### src/hw/rtl/sqlts_pkg.sv
// sqlts_pkg: shared types, token codes, scanner modes and keyword table
// used by the sql token scanner and its keyword matcher; no dependencies
`timescale 1ns / 1ps
`default_nettype none
package sqlts_pkg;

    localparam int KW_MAX_CHARS_DEF = 8;
    localparam int CNT_BITS_DEF     = 16;
    localparam int KW_COUNT         = 52;
    localparam int KW_TEXT_BITS     = 64;
    localparam int FIFO_DEPTH       = 4;

    localparam logic [6:0] K_END    = 7'd0;
    localparam logic [6:0] K_IDENT  = 7'd1;
    localparam logic [6:0] K_NUMBER = 7'd2;
    localparam logic [6:0] K_STRING = 7'd3;
    localparam logic [6:0] K_ERROR  = 7'd4;
    localparam logic [6:0] K_LPAREN = 7'd5;
    localparam logic [6:0] K_RPAREN = 7'd6;
    localparam logic [6:0] K_COMMA  = 7'd7;
    localparam logic [6:0] K_DOT    = 7'd8;
    localparam logic [6:0] K_SEMI   = 7'd9;
    localparam logic [6:0] K_STAR   = 7'd10;
    localparam logic [6:0] K_PLUS   = 7'd11;
    localparam logic [6:0] K_MINUS  = 7'd12;
    localparam logic [6:0] K_SLASH  = 7'd13;
    localparam logic [6:0] K_EQ     = 7'd14;
    localparam logic [6:0] K_NE     = 7'd15;
    localparam logic [6:0] K_LT     = 7'd16;
    localparam logic [6:0] K_LE     = 7'd17;
    localparam logic [6:0] K_GT     = 7'd18;
    localparam logic [6:0] K_GE     = 7'd19;

    localparam logic [3:0] M_IDLE    = 4'd0;
    localparam logic [3:0] M_MINUS   = 4'd1;
    localparam logic [3:0] M_COMMENT = 4'd2;
    localparam logic [3:0] M_IDENT   = 4'd3;
    localparam logic [3:0] M_INT     = 4'd4;
    localparam logic [3:0] M_FRAC    = 4'd5;
    localparam logic [3:0] M_STRING  = 4'd6;
    localparam logic [3:0] M_LT      = 4'd7;
    localparam logic [3:0] M_GT      = 4'd8;
    localparam logic [3:0] M_BANG    = 4'd9;

    localparam logic [7:0] CH_MINUS = 8'h2D;
    localparam logic [7:0] CH_QUOTE = 8'h27;
    localparam logic [7:0] CH_UNDER = 8'h5F;
    localparam logic [7:0] CH_DOT   = 8'h2E;
    localparam logic [7:0] CH_NL    = 8'h0A;
    localparam logic [7:0] CH_LT    = 8'h3C;
    localparam logic [7:0] CH_GT    = 8'h3E;
    localparam logic [7:0] CH_EQ    = 8'h3D;
    localparam logic [7:0] CH_BANG  = 8'h21;

    typedef struct packed {
        logic [6:0]  kind;
        logic [15:0] line;
        logic [15:0] column;
        logic [15:0] length;
        logic [62:0] ival;
        logic        frac_flag;
        logic        last;
    } token_t;

    typedef struct packed {
        logic [KW_TEXT_BITS-1:0] text;
        logic [3:0]              len;
        logic [6:0]              code;
    } kw_entry_t;

    function automatic logic is_alpha(input logic [7:0] c);
        return (c >= 8'h41 && c <= 8'h5A) || (c >= 8'h61 && c <= 8'h7A);
    endfunction

    function automatic logic is_digit(input logic [7:0] c);
        return c >= 8'h30 && c <= 8'h39;
    endfunction

    function automatic logic is_space(input logic [7:0] c);
        return c == 8'h20 || (c >= 8'h09 && c <= 8'h0D);
    endfunction

    function automatic logic [7:0] to_upper(input logic [7:0] c);
        return (c >= 8'h61 && c <= 8'h7A) ? c - 8'h20 : c;
    endfunction

    // spelling right-aligned, last character in the lowest byte
    function automatic kw_entry_t kw_entry(input int idx);
        kw_entry_t e;
        e = '0;
        unique case (idx)
            0:  e = '{64'("SELECT"),   4'd6, 7'd20};
            1:  e = '{64'("FROM"),     4'd4, 7'd21};
            2:  e = '{64'("WHERE"),    4'd5, 7'd22};
            3:  e = '{64'("INSERT"),   4'd6, 7'd23};
            4:  e = '{64'("INTO"),     4'd4, 7'd24};
            5:  e = '{64'("VALUES"),   4'd6, 7'd25};
            6:  e = '{64'("DELETE"),   4'd6, 7'd26};
            7:  e = '{64'("UPDATE"),   4'd6, 7'd27};
            8:  e = '{64'("SET"),      4'd3, 7'd28};
            9:  e = '{64'("CREATE"),   4'd6, 7'd29};
            10: e = '{64'("TABLE"),    4'd5, 7'd30};
            11: e = '{64'("INDEX"),    4'd5, 7'd31};
            12: e = '{64'("DROP"),     4'd4, 7'd32};
            13: e = '{64'("AND"),      4'd3, 7'd33};
            14: e = '{64'("OR"),       4'd2, 7'd34};
            15: e = '{64'("NOT"),      4'd3, 7'd35};
            16: e = '{64'("IN"),       4'd2, 7'd36};
            17: e = '{64'("LIKE"),     4'd4, 7'd37};
            18: e = '{64'("IS"),       4'd2, 7'd38};
            19: e = '{64'("NULL"),     4'd4, 7'd39};
            20: e = '{64'("TRUE"),     4'd4, 7'd40};
            21: e = '{64'("FALSE"),    4'd5, 7'd41};
            22: e = '{64'("JOIN"),     4'd4, 7'd42};
            23: e = '{64'("ON"),       4'd2, 7'd43};
            24: e = '{64'("LEFT"),     4'd4, 7'd44};
            25: e = '{64'("RIGHT"),    4'd5, 7'd45};
            26: e = '{64'("INNER"),    4'd5, 7'd46};
            27: e = '{64'("OUTER"),    4'd5, 7'd47};
            28: e = '{64'("GROUP"),    4'd5, 7'd48};
            29: e = '{64'("BY"),       4'd2, 7'd49};
            30: e = '{64'("ORDER"),    4'd5, 7'd50};
            31: e = '{64'("ASC"),      4'd3, 7'd51};
            32: e = '{64'("DESC"),     4'd4, 7'd52};
            33: e = '{64'("LIMIT"),    4'd5, 7'd53};
            34: e = '{64'("OFFSET"),   4'd6, 7'd54};
            35: e = '{64'("BEGIN"),    4'd5, 7'd55};
            36: e = '{64'("COMMIT"),   4'd6, 7'd56};
            37: e = '{64'("ROLLBACK"), 4'd8, 7'd57};
            38: e = '{64'("IF"),       4'd2, 7'd58};
            39: e = '{64'("EXISTS"),   4'd6, 7'd59};
            40: e = '{64'("UNIQUE"),   4'd6, 7'd60};
            41: e = '{64'("INT"),      4'd3, 7'd61};
            42: e = '{64'("INTEGER"),  4'd7, 7'd61};
            43: e = '{64'("BIGINT"),   4'd6, 7'd62};
            44: e = '{64'("FLOAT"),    4'd5, 7'd63};
            45: e = '{64'("DOUBLE"),   4'd6, 7'd64};
            46: e = '{64'("TEXT"),     4'd4, 7'd65};
            47: e = '{64'("VARCHAR"),  4'd7, 7'd66};
            48: e = '{64'("CHAR"),     4'd4, 7'd67};
            49: e = '{64'("BOOL"),     4'd4, 7'd68};
            50: e = '{64'("BOOLEAN"),  4'd7, 7'd68};
            51: e = '{64'("DISTINCT"), 4'd8, 7'd69};
            default: e = '0;
        endcase
        return e;
    endfunction

endpackage
`default_nettype wire

### src/hw/rtl/sql_token_scanner.sv
// sql_token_scanner: streaming sql lexer, one text byte per item in,
// one token per item out; depends on sqlts_pkg and sqlts_kw_match
//
// input channel s_*: s_tdata carries one text byte, s_tuser set means end
// of input (flush any pending token, emit an end token, return to reset
// state). output channel m_*: one token per item, tlast on the final token
// caused by one input item.
// each input item is scanned in the cycle it is accepted; its zero, one or
// two tokens are written into a four-entry result queue and the first one
// is visible on m_* the next cycle when the queue was empty.
// throughput is one input item per cycle while each item gives at most one
// token and the receiver does not stall; items giving two tokens fill the
// queue faster than its single read port drains it, until s_tready drops.
// s_tready is high while the queue has room for two tokens; when the
// receiver stalls the queue fills and s_tready drops once three or four
// tokens are queued. tokens wait in the queue unchanged until taken.
// reset (rst_n low, asynchronous) empties the queue, sets the line
// counter to 1, the column counter to 0 and the scanner to idle.
`timescale 1ns / 1ps
`default_nettype none
module sql_token_scanner #(
    parameter int KEYWORD_MAX_CHARS = sqlts_pkg::KW_MAX_CHARS_DEF,
    parameter int COUNTER_BITS      = sqlts_pkg::CNT_BITS_DEF
) (
    input  wire logic         clk,
    input  wire logic         rst_n,
    input  wire logic         s_tvalid,
    output logic              s_tready,
    input  wire logic [7:0]   s_tdata,  // char_in
    input  wire logic         s_tuser,  // command
    output logic              m_tvalid,
    input  wire logic         m_tready,
    output logic [111:0]      m_tdata,  // start_line, start_column, token_length, int_value, 0
    output logic [7:0]        m_tuser,  // token_kind, number_is_float
    output logic              m_tlast   // last_of_run
);
    import sqlts_pkg::*;

    localparam int CB = COUNTER_BITS;
    localparam int WB = KEYWORD_MAX_CHARS * 8;
    localparam logic [CB-1:0] CNT_MAX = {CB{1'b1}};
    localparam int PB = $clog2(FIFO_DEPTH);

    logic [3:0]    mode_reg, mode_next;
    logic [WB-1:0] word_reg, word_next;
    logic          tl_reg, tl_next;
    logic [CB-1:0] cnt_reg, cnt_next;
    logic [62:0]   acc_reg, acc_next;
    logic          sdo_reg, sdo_next;
    logic [CB-1:0] line_reg, line_next;
    logic [CB-1:0] col_reg, col_next;

    token_t        fifo_reg [FIFO_DEPTH];
    logic [PB-1:0] wp_reg, rp_reg;
    logic [PB:0]   count_reg;

    logic [6:0]    kw_kind;
    logic          a_v, b_v, go;
    token_t        a_t, b_t;
    logic [7:0]    c;
    logic          s_fire, m_fire;
    logic [66:0]   dsum;

    sqlts_kw_match #(
        .KEYWORD_MAX_CHARS(KEYWORD_MAX_CHARS),
        .COUNTER_BITS(COUNTER_BITS)
    ) u_kw (
        .word(word_reg),
        .word_len(cnt_reg),
        .too_long(tl_reg),
        .kind(kw_kind)
    );

    function automatic logic [CB-1:0] sat_inc(input logic [CB-1:0] v);
        return (v == CNT_MAX) ? CNT_MAX : v + 1'b1;
    endfunction

    function automatic logic [15:0] clamp16(input logic [CB-1:0] v);
        logic [CB+15:0] w;
        w = (CB+16)'(v);
        return (w > (CB+16)'(16'hFFFF)) ? 16'hFFFF : w[15:0];
    endfunction

    function automatic token_t tok(input logic [6:0] kind, input logic [CB-1:0] len,
                                   input logic [62:0] ival, input logic isf,
                                   input logic [CB-1:0] line, input logic [CB-1:0] col);
        token_t t;
        t.kind      = kind;
        t.line      = clamp16(line);
        t.column    = clamp16((col >= len) ? col - len : '0);
        t.length    = clamp16(len);
        t.ival      = ival;
        t.frac_flag = isf;
        t.last      = 1'b0;
        return t;
    endfunction

    assign s_fire   = s_tvalid && s_tready;
    assign m_fire   = m_tvalid && m_tready;
    assign s_tready = count_reg <= (PB+1)'(FIFO_DEPTH - 2);
    assign c        = s_tdata;

    always_comb
    begin
        logic [66:0] ext;
        ext  = {4'b0, acc_reg};
        dsum = (ext << 3) + (ext << 1) + 67'(c - 8'h30);
    end

    always_comb
    begin
        mode_next = mode_reg;
        word_next = word_reg;
        tl_next   = tl_reg;
        cnt_next  = cnt_reg;
        acc_next  = acc_reg;
        sdo_next  = sdo_reg;
        line_next = line_reg;
        col_next  = col_reg;
        a_v = 1'b0;
        b_v = 1'b0;
        a_t = '0;
        b_t = '0;
        go  = 1'b0;
        if (s_tuser)
        begin
            a_v = 1'b1;
            unique case (mode_reg)
                M_MINUS:  a_t = tok(K_MINUS, CB'(1), '0, 1'b0, line_reg, col_reg);
                M_IDENT:  a_t = tok(kw_kind, cnt_reg, '0, 1'b0, line_reg, col_reg);
                M_INT, M_FRAC:
                    a_t = tok(K_NUMBER, cnt_reg,
                              ((mode_reg == M_FRAC) || sdo_reg) ? '0 : acc_reg,
                              (mode_reg == M_FRAC) || sdo_reg, line_reg, col_reg);
                M_STRING: a_t = tok(K_ERROR, cnt_reg, '0, 1'b0, line_reg, col_reg);
                M_LT:     a_t = tok(K_LT, CB'(1), '0, 1'b0, line_reg, col_reg);
                M_GT:     a_t = tok(K_GT, CB'(1), '0, 1'b0, line_reg, col_reg);
                M_BANG:   a_t = tok(K_ERROR, CB'(1), '0, 1'b0, line_reg, col_reg);
                default:  a_v = 1'b0;
            endcase
            b_v = 1'b1;
            b_t = tok(K_END, '0, '0, 1'b0, line_reg, col_reg);
            mode_next = M_IDLE;
            word_next = '0;
            tl_next   = 1'b0;
            cnt_next  = '0;
            acc_next  = '0;
            sdo_next  = 1'b0;
            line_next = CB'(1);
            col_next  = '0;
        end
        else
        begin
            unique case (mode_reg)
                M_MINUS:
                begin
                    if (c == CH_MINUS)
                    begin
                        mode_next = M_COMMENT;
                        col_next  = sat_inc(col_reg);
                    end
                    else
                    begin
                        a_v = 1'b1;
                        a_t = tok(K_MINUS, CB'(1), '0, 1'b0, line_reg, col_reg);
                        go  = 1'b1;
                    end
                end
                M_COMMENT:
                begin
                    if (c != CH_NL)
                    begin
                        col_next = sat_inc(col_reg);
                    end
                    else
                    begin
                        go = 1'b1;
                    end
                end
                M_IDENT:
                begin
                    if (is_alpha(c) || is_digit(c) || c == CH_UNDER)
                    begin
                        if (cnt_reg < CB'(KEYWORD_MAX_CHARS))
                        begin
                            word_next = {word_reg[WB-9:0], to_upper(c)};
                        end
                        else
                        begin
                            tl_next = 1'b1;
                        end
                        cnt_next = sat_inc(cnt_reg);
                        col_next = sat_inc(col_reg);
                    end
                    else
                    begin
                        a_v = 1'b1;
                        a_t = tok(kw_kind, cnt_reg, '0, 1'b0, line_reg, col_reg);
                        go  = 1'b1;
                    end
                end
                M_INT, M_FRAC:
                begin
                    if (is_digit(c) || (c == CH_DOT && mode_reg == M_INT))
                    begin
                        if (c == CH_DOT)
                        begin
                            mode_next = M_FRAC;
                        end
                        else if (mode_reg == M_INT && !sdo_reg)
                        begin
                            if (dsum[66:63] != 4'b0)
                            begin
                                sdo_next = 1'b1;
                                acc_next = '0;
                            end
                            else
                            begin
                                acc_next = dsum[62:0];
                            end
                        end
                        cnt_next = sat_inc(cnt_reg);
                        col_next = sat_inc(col_reg);
                    end
                    else
                    begin
                        a_v = 1'b1;
                        a_t = tok(K_NUMBER, cnt_reg,
                                  ((mode_reg == M_FRAC) || sdo_reg) ? '0 : acc_reg,
                                  (mode_reg == M_FRAC) || sdo_reg, line_reg, col_reg);
                        go  = 1'b1;
                    end
                end
                M_STRING:
                begin
                    col_next = sat_inc(col_reg);
                    if (c == CH_QUOTE)
                    begin
                        a_v = 1'b1;
                        a_t = tok(K_STRING, cnt_reg, '0, 1'b0, line_reg, col_next);
                        mode_next = M_IDLE;
                    end
                    else
                    begin
                        cnt_next = sat_inc(cnt_reg);
                    end
                end
                M_LT:
                begin
                    if (c == CH_GT || c == CH_EQ)
                    begin
                        col_next  = sat_inc(col_reg);
                        a_v = 1'b1;
                        a_t = tok((c == CH_GT) ? K_NE : K_LE, CB'(2), '0, 1'b0,
                                  line_reg, col_next);
                        mode_next = M_IDLE;
                    end
                    else
                    begin
                        a_v = 1'b1;
                        a_t = tok(K_LT, CB'(1), '0, 1'b0, line_reg, col_reg);
                        go  = 1'b1;
                    end
                end
                M_GT, M_BANG:
                begin
                    if (c == CH_EQ)
                    begin
                        col_next  = sat_inc(col_reg);
                        a_v = 1'b1;
                        a_t = tok((mode_reg == M_GT) ? K_GE : K_NE, CB'(2), '0, 1'b0,
                                  line_reg, col_next);
                        mode_next = M_IDLE;
                    end
                    else
                    begin
                        a_v = 1'b1;
                        a_t = tok((mode_reg == M_GT) ? K_GT : K_ERROR, CB'(1), '0, 1'b0,
                                  line_reg, col_reg);
                        go  = 1'b1;
                    end
                end
                default: go = 1'b1;
            endcase

            if (go)
            begin
                mode_next = M_IDLE;
                if (is_space(c))
                begin
                    if (c == CH_NL)
                    begin
                        line_next = sat_inc(line_reg);
                        col_next  = CB'(1);
                    end
                    else
                    begin
                        col_next = sat_inc(col_reg);
                    end
                end
                else
                begin
                    col_next = sat_inc(col_reg);
                    if (is_alpha(c) || c == CH_UNDER)
                    begin
                        mode_next = M_IDENT;
                        word_next = WB'(to_upper(c));
                        tl_next   = 1'b0;
                        cnt_next  = CB'(1);
                    end
                    else if (is_digit(c))
                    begin
                        mode_next = M_INT;
                        acc_next  = 63'(c - 8'h30);
                        sdo_next  = 1'b0;
                        cnt_next  = CB'(1);
                    end
                    else
                    begin
                        priority case (c)
                            CH_MINUS: mode_next = M_MINUS;
                            CH_QUOTE:
                            begin
                                mode_next = M_STRING;
                                cnt_next  = '0;
                            end
                            CH_LT:   mode_next = M_LT;
                            CH_GT:   mode_next = M_GT;
                            CH_BANG: mode_next = M_BANG;
                            default:
                            begin
                                b_v = 1'b1;
                                priority case (c)
                                    8'h28:   b_t.kind = K_LPAREN;
                                    8'h29:   b_t.kind = K_RPAREN;
                                    8'h2C:   b_t.kind = K_COMMA;
                                    CH_DOT:  b_t.kind = K_DOT;
                                    8'h3B:   b_t.kind = K_SEMI;
                                    8'h2A:   b_t.kind = K_STAR;
                                    8'h2B:   b_t.kind = K_PLUS;
                                    8'h2F:   b_t.kind = K_SLASH;
                                    CH_EQ:   b_t.kind = K_EQ;
                                    default: b_t.kind = K_ERROR;
                                endcase
                                b_t = tok(b_t.kind, CB'(1), '0, 1'b0, line_reg, col_next);
                            end
                        endcase
                    end
                end
            end
        end
        if (b_v)
        begin
            b_t.last = 1'b1;
        end
        else
        begin
            a_t.last = 1'b1;
        end
    end

    always_ff @(posedge clk or negedge rst_n)
    begin
        if (!rst_n)
        begin
            mode_reg <= M_IDLE;
            word_reg <= '0;
            tl_reg   <= 1'b0;
            cnt_reg  <= '0;
            acc_reg  <= '0;
            sdo_reg  <= 1'b0;
            line_reg <= CB'(1);
            col_reg  <= '0;
        end
        else if (s_fire)
        begin
            mode_reg <= mode_next;
            word_reg <= word_next;
            tl_reg   <= tl_next;
            cnt_reg  <= cnt_next;
            acc_reg  <= acc_next;
            sdo_reg  <= sdo_next;
            line_reg <= line_next;
            col_reg  <= col_next;
        end
    end

    // result queue
    always_ff @(posedge clk)
    begin
        if (s_fire)
        begin
            if (a_v)
            begin
                fifo_reg[wp_reg] <= a_t;
                if (b_v)
                begin
                    fifo_reg[wp_reg + 1'b1] <= b_t;
                end
            end
            else if (b_v)
            begin
                fifo_reg[wp_reg] <= b_t;
            end
        end
    end

    always_ff @(posedge clk or negedge rst_n)
    begin
        logic [PB:0] nwr;
        if (!rst_n)
        begin
            wp_reg    <= '0;
            rp_reg    <= '0;
            count_reg <= '0;
        end
        else
        begin
            nwr = s_fire ? (PB+1)'(a_v) + (PB+1)'(b_v) : '0;
            wp_reg    <= wp_reg + nwr[PB-1:0];
            rp_reg    <= rp_reg + PB'(m_fire);
            count_reg <= count_reg + nwr - (PB+1)'(m_fire);
        end
    end

    assign m_tvalid = count_reg != '0;
    assign m_tdata  = {1'b0, fifo_reg[rp_reg].ival, fifo_reg[rp_reg].length,
                       fifo_reg[rp_reg].column, fifo_reg[rp_reg].line};
    assign m_tuser  = {fifo_reg[rp_reg].frac_flag, fifo_reg[rp_reg].kind};
    assign m_tlast  = fifo_reg[rp_reg].last;

`ifndef SYNTH
    a_count_bound: assert property (@(posedge clk) disable iff (!rst_n)
        count_reg <= (PB+1)'(FIFO_DEPTH))
        else $error("result queue overflow");

    a_flush_state: assert property (@(posedge clk) disable iff (!rst_n)
        (s_fire && s_tuser) |=> (mode_reg == M_IDLE && line_reg == CB'(1)
                                 && col_reg == '0))
        else $error("flush did not restore reset state");

    a_flush_token: assert property (@(posedge clk) disable iff (!rst_n)
        (s_fire && s_tuser) |=> m_tvalid)
        else $error("flush produced no token");

    a_idle_clean: assert property (@(posedge clk) disable iff (!rst_n)
        (mode_reg == M_INT) |-> !(sdo_reg && acc_reg != '0))
        else $error("overflowed number kept a value");
`endif

endmodule
`default_nettype wire

### src/hw/rtl/sqlts_kw_match.sv
// sqlts_kw_match: parallel compare of a buffered identifier against the
// keyword table; depends on sqlts_pkg
`timescale 1ns / 1ps
`default_nettype none
module sqlts_kw_match #(
    parameter int KEYWORD_MAX_CHARS = sqlts_pkg::KW_MAX_CHARS_DEF,
    parameter int COUNTER_BITS      = sqlts_pkg::CNT_BITS_DEF
) (
    input  wire logic [KEYWORD_MAX_CHARS*8-1:0] word,
    input  wire logic [COUNTER_BITS-1:0]        word_len,
    input  wire logic                           too_long,
    output logic [6:0]                          kind
);
    import sqlts_pkg::*;

    localparam int WB = KEYWORD_MAX_CHARS * 8;

    logic [KW_COUNT-1:0] hit;

    always_comb
    begin
        kw_entry_t e;
        for (int i = 0; i < KW_COUNT; i++)
        begin
            e = kw_entry(i);
            hit[i] = !too_long && (word_len == COUNTER_BITS'(e.len))
                && (word == WB'(e.text));
        end
    end

    always_comb
    begin
        kw_entry_t k;
        kind = K_IDENT;
        for (int i = KW_COUNT - 1; i >= 0; i--)
        begin
            k = kw_entry(i);
            if (hit[i])
            begin
                kind = k.code;
            end
        end
    end

endmodule
`default_nettype wire

### config.mk
export PLATFORM = sky130hd
export DESIGN_NAME = sql_token_scanner
export DESIGN_NICKNAME = d
export VERILOG_FILES = /design/src/hw/rtl/sqlts_pkg.sv /design/src/hw/rtl/sql_token_scanner.sv /design/src/hw/rtl/sqlts_kw_match.sv
export SDC_FILE = /design/constraint.sdc
export NUM_CORES = 2
export LEC_CHECK = 0
export CORE_MARGIN = 4
export CORE_UTILIZATION = 55
export CTS_CLUSTER_DIAMETER = 30
export DETAILED_ROUTE_END_ITERATION = 7
export DONT_BUFFER_PORTS = 1
export MAX_ROUTING_LAYER = met4
export PLACE_DENSITY = 0.78
export SLEW_MARGIN = 10
export SYNTH_ARGS = -nofsm -noshare
export SYNTH_HDL_FRONTEND = slang
export SYNTH_SLANG_ARGS = --single-unit
### constraint.sdc
create_clock -name clk -period 4.4 [get_ports clk]
set_clock_uncertainty 0.1 [all_clocks]
set_input_delay 0.44 -clock clk [delete_from_list [all_inputs] [get_ports clk]]
set_output_delay 0.44 -clock clk [all_outputs]
set_load 0.005 [all_outputs]
==> Yosys cells after proc, flatten, opt, wreduce, memory -nomap -nowiden <==
Memory sizes are Yosys's and may differ from the RTL's.
Index checks and enable logic that the tools add are counted.
{ "classes": {"n_eq_ne": 97, "addsub": 19, "muxes": 186, "reduce_logical": 92, "bitwise_logic": 1, "order_cmp": 16} }
{ "op_table": {"columns": ["cell", "count"], "rows": [
  ["$pmux 120 s7", 1],
  ["$mux 117", 7],
  ["$eq 64x31->1 const B", 12],
  ["$eq 64x39->1 const B", 12],
  ["$eq 64x47->1 const B", 12],
  ["$pmux 120 s6", 1],
  ["$mux 63", 11],
  ["$mux 16", 32],
  ["$mux 64", 7],
  ["$eq 64x15->1 const B", 6],
  ["$mux 7", 52],
  ["$mux 120", 3],
  ["$eq 64x23->1 const B", 5],
  ["$mux 118", 2],
  ["$mux 115", 2],
  ["$eq 64x55->1 const B", 3],
  ["$eq 64x63->1 const B", 2],
  ["$eq 8x6->1 const B", 15],
  ["$pmux 16 s7", 1],
  ["$add 66x64->67", 1],
  ["$add 67x67->67", 1],
  ["$logic_and 1x1->1", 67],
  ["$eq 16x3->1 const B", 4],
  ["$add 16x1->16 const B", 3],
  ["57 further kinds", 149]
]} }
{ "word_totals": {"elab_cells": 423, "in_bits": 13, "n_memories": 1, "mem_bits_rw": 480, "regBits": 188, "output_inout_bits": 123} }
{ "mem_list": {"columns": ["name", "depth", "word_bits", "rd", "rd_clocked_by_memory_dff", "wr", "line_no", "rtl"], "rows": [
  ["fifo_reg", 4, 120, 1, 0, 2, "sql_token_scanner.sv:53", "token_t fifo_reg [FIFO_DEPTH];"]
]} }

==> Depth between registers and ports, before layout <==
{ "logic_depth": {"depth_word": 60, "mapped_depth": 19, "depth_no_buf": 19} }

==> Cells and area by module <==
A second synthesis with hierarchy kept.
{ "unflattened": {"cells_unflattened": 4543, "hier_area_um2": 40965.5} }
{ "by_module_without_submodules": {"columns": ["mod", "seq_area_each_um2", "area_per_inst_um2", "cells_each", "n_inst"], "rows": [
  ["sql_token_scanner", 15836.4, 38547.0, 4163, 1],
  ["sqlts_kw_match", 0.0, 2418.6, 380, 1]
]} }

==> Worst setup path before layout <==
Ideal clock, no wire load.
{ "synth_path": {"path_type": "in2reg", "start": "input s_tdata[4]", "end": "register acc_reg[11]", "required_ns": 4.223, "path_stages": 15, "t_arrival_ns": 9.891, "path_slack_ns": -5.668, "setup_time_ns": 0.077, "n_path_buf": 2, "cell_sequence": "ha_1 > nor3_1 > fa_1 > ha_1 > buf_2 > a21o_1 > or4_1 > and3_1 > o311ai_2 > nand4_1 > a21o_1 > a2111oi_4 > nand4_2 > clkbuf_1 > o21ai_1"} }
{ "synth_between": {"elab_chain_len": 13, "elab_cells_between_ends": 49, "classes_between": "add/sub (3); order compare (8); eq/ne (7); mux (18); reduce/logical (13)"} }
{ "synth_lines": {"columns": ["element", "line_no", "rtl"], "rows": [
  ["start, declared", "sql_token_scanner.sv:29", "input wire logic [7:0] s_tdata,"],
  ["$sub 8x6->9", "sql_token_scanner.sv:107, sql_token_scanner.sv:314", null],
  ["$add 67x67->67", "sql_token_scanner.sv:107", "dsum = (ext << 3) + (ext << 1) + 67'(c - 8'h30);"],
  ["$reduce_bool 4->1", "sql_token_scanner.sv:212", "if (dsum[66:63] != 4'b0)"],
  ["$mux 63", "sql_token_scanner.sv:212", null],
  ["$mux 63", "sql_token_scanner.sv:210", "else if (mode_reg == M_INT && !sdo_reg)"],
  ["$mux 63", "sql_token_scanner.sv:206", "if (c == CH_DOT)"],
  ["$mux 63", "sql_token_scanner.sv:204", "if (is_digit(c) || (c == CH_DOT && mode_reg == M_INT))"],
  ["$mux 63", "sql_token_scanner.sv:154", "unique case (mode_reg)"],
  ["$mux 63", "sql_token_scanner.sv:311", "else if (is_digit(c))"],
  ["$mux 63", "sql_token_scanner.sv:304", "if (is_alpha(c) || c == CH_UNDER)"],
  ["$mux 63", "sql_token_scanner.sv:289", "if (is_space(c))"],
  ["$mux 63 (*)", "sql_token_scanner.sv:286", "if (go)"],
  ["$mux 63 (*)", "sql_token_scanner.sv:125", "if (s_tuser)"],
  ["end signal, assigned", "sql_token_scanner.sv:381", "acc_reg <= acc_next;"],
  ["end, declared", "sql_token_scanner.sv:48", "logic [62:0] acc_reg, acc_next;"]
]} }
Every way passes the cells marked *; elsewhere a longest branch is shown, timed or not. The select of a mux whose other input is x is not followed.
A chain may end at the register's enable or synchronous reset.

==> results.toml <==
[outcome]
outcome = "finished, violations left"
violations = "hold timing"

[sta]
relSlewSlack = 0.234
grt_setup_unrepaired = "true"
tightest_slew_ns = 1.14
fmax_ghz = 0.232
fin_crit_ns = 4.32
final_hold_viol_count = 188
setup_viol = 0
slew_viol_final = 0
period_share = 0.981
whs_ns = -0.680

[cells_and_area]
fillCellCount = 5195
layout-drive-gt1-share = 0.188
nets = 4683
largest_reg_flops = 480
diodes = 0
fin_cells = 5540
syn_to_final_growth_pct = 21.4
utilization = 0.679

[yosys]
synth_area_leaders = "dfxtp_1 (16%), dfrtp_1 (12%), edfxtp_1 (11%)"
synth_top_area_cell = "dfxtp_1"
synth_xor_area_frac = 0.0276
synthCells = 4285
synth_edf_count = 152
ys.warnings.count = 0
yosysTopAreaCellShare = 0.163
syn-num-nets = 4491
synthMuxAreaShare = 0.0702
netlist_top_cells_count = "o21ai_0 (446), nand3_1 (436), dfxtp_1 (328)"
synth_most_common_cell = "o21ai_0"
synth_area_um2 = 40300
avgSynthCellArea_um2 = 9.40
synth_top_family_by_area = "simple AND/OR/NAND/NOR gates"
synth_cell_types = 118
synth-simple-area-share = 0.203
synth-main-ff-cell = "dfxtp_1"
synth_compound_area_frac = 0.196
yosysSeqAreaShare = 0.393
synthAdderAreaFrac = 0.0721
ys_seq_elements = 668
async_flop_share = 0.281

[critical_path]
path_depth = 14
r2r_slack_ns = 0.08
rr_startpoint = "col_reg[9]"
crit_required_ns = 4.77
critPathSlowestCell = "o32a_1"
path_cells = "nand3_1 > buf_4 > nor4_1 > nor3b_2 > mux2i_2 > inv_2 > ha_1 > a211o_1 > a41o_1 > o21ai_2 > nor2_4 > a221o_1 > o32a_1 > a22o_1"
worstSetupPathType = "flop to flop"
slowest_delay_ns = 0.41
worst-path-buf-inv = 2
r2r_cells = 14
path_delay_family = "compound AO/OA/AOI/OAI gates"
cp_max_fo = 7
crit_arrival_ns = 4.69
reg2reg_to = "fifo_reg[0][94]"
startpoint_type = "flop"
endpoint_kind = "flop"

[clock_network]
clkLatencyLatePin_ns = 0.73
cts_tree = "yes"
cts_buffer_depth = 3
ctsHtreeMaxLevel = 4
cts_sinks = 668
cts_buffers = 135
hold_buffers = 12
clk_pin_slew_ns = 0.05
cts_root_buffer = "clkbuf_16"

[drt]
drc_errors = 0
wirelength_um = 141000
viasPerCell = 6.80
drtIter0Drc = 4454
ant_nets = 0
wl_per_cell_um = 25.5
vias = 37648
first_pass_iters = 8

[global_routing]
grt_use_met2 = 0.570
grtUsageTotal = 0.366
grt_pass1_vias = 37142
antenna_found_initial = 0
gr-max-usage-layer = "met2"
grt.overflow.total = 0
grt_max_degree = 189
grt_pass1_wl_um = 219000
grt_use_met1 = 0.470
met3_usage = 0.0704

[placed_design]
gp_congestion = 1.02
dp.cells = 5271
dp_hpwl_um = 97000
io_buffers = 0

[pwr]
leakagePower_uw = 0.0192
p_per_area_nw_per_um2 = 518
ir_worst_vdd_mv = 1.12

[die]
num_io_pins = 136
core-area_um2 = 72000
die-area_um2 = 77600
start_util = 0.559
die_h_um = 279
die_x_um = 279
row_count = 98

[min_path]
hold_class = "primary input to asynchronous set/reset pin"

[flow_run]
max-cap-violations = 0
## cells in the final DEF (no fill, tap or decap), types with 93 or more instances in the layout
master,n
edfxtp_1,152
nand2_1,283
clkbuf_16,141
o21ai_0,427
ha_1,119
buf_4,300
nor2_1,203
mux4_2,120
a22o_1,94
nand3_1,431
o21ai_1,107
and2_1,93
a21oi_1,199
dfrtp_1,181
dfxtp_1,328
inv_1,94
## per-layer routing
layer,vias up,wire (µm),part of all wire
li1,16596,-,-
met1,18318,54900,0.39
met2,2254,65200,0.46
met3,480,13700,0.097
met4,0,7260,0.051
met5,-,0,0
## timing repair
action | CTS | global route
endpoints found under the hold margin | 215 | 188
setup endpoints to repair | 1 | 159
pin swaps | 0 | 12
gates cloned | 0 | 2
gates resized for setup | 2 | 38
buffers inserted | 0 | 5
## stage by stage
stage                     area, µm²  power (µW)  setup slack [ns]  TNS (ns)
after floorplan               40500       11700             -1.66   -100.77
after global placement        43500       14100            0.0220         0
after detailed placement      43500       14200           -0.0577   -0.0967
after CTS                     48600       25100            0.0118         0
after global routing          48900       26300           -0.0481     -1.02
final                         48900       25300            0.0815         0
## power by group
part / switching (µW) / total, µW / internal [µW]
logic: 4440 / 7430 / 2990
clock network: 3640 / 10900 / 7260
registers: 396 / 7010 / 6610
## cells by family (layout without fill, tap and decap cells)
group | count (synthesis) | after routing
xor gates and xnor gates | 127 | 127
buffers and inverters | 390 | 695
DFF | 668 | 668
adders and majority gates | 193 | 193
and+or+nand+nor | 1534 | 1534
AOI/OAI and AO/OA | 1240 | 1240
other | 1 | 1
muxes | 132 | 132
## how the worst max path moves through the flow
stage               start         endpoint  slack (ns)
4_1_cts        col_reg[9]  fifo_reg[0][93]        0.01
3_3_place_gp   s_tdata[4]      acc_reg[46]        0.02
3_5_place_dp   s_tdata[4]     count_reg[2]       -0.06
2_1_floorplan  s_tdata[5]      acc_reg[26]       -1.66
6_report       col_reg[9]  fifo_reg[0][94]        0.08
5_1_grt        acc_reg[2]       acc_reg[8]       -0.05
## worst register-to-register path, cell delays in order, from the launching register on
cell	delay (ns)
dfrtp_1	0.34
nand3_1	0.16
buf_4	0.21
nor4_1	0.36
nor3b_2	0.29
mux2i_2	0.34
inv_2	0.11
ha_1	0.21
a211o_1	0.30
a41o_1	0.22
o21ai_2	0.31
nor2_4	0.11
a221o_1	0.37
o32a_1	0.41
a22o_1	0.23
## cell type report
class | count | area, µm² | share of cell area
clock inverters | 87 | 1290 | 0.0264
clock buffers | 163 | 3660 | 0.0748
well taps | 950 | 1190 | 0.0243
inverters | 96 | 360 | 0.00737
multi-input cells | 3227 | 23400 | 0.479
flip-flops and latches | 668 | 15800 | 0.324
repair buffers | 349 | 3130 | 0.0640
Power figures use the tool's default switching activity.
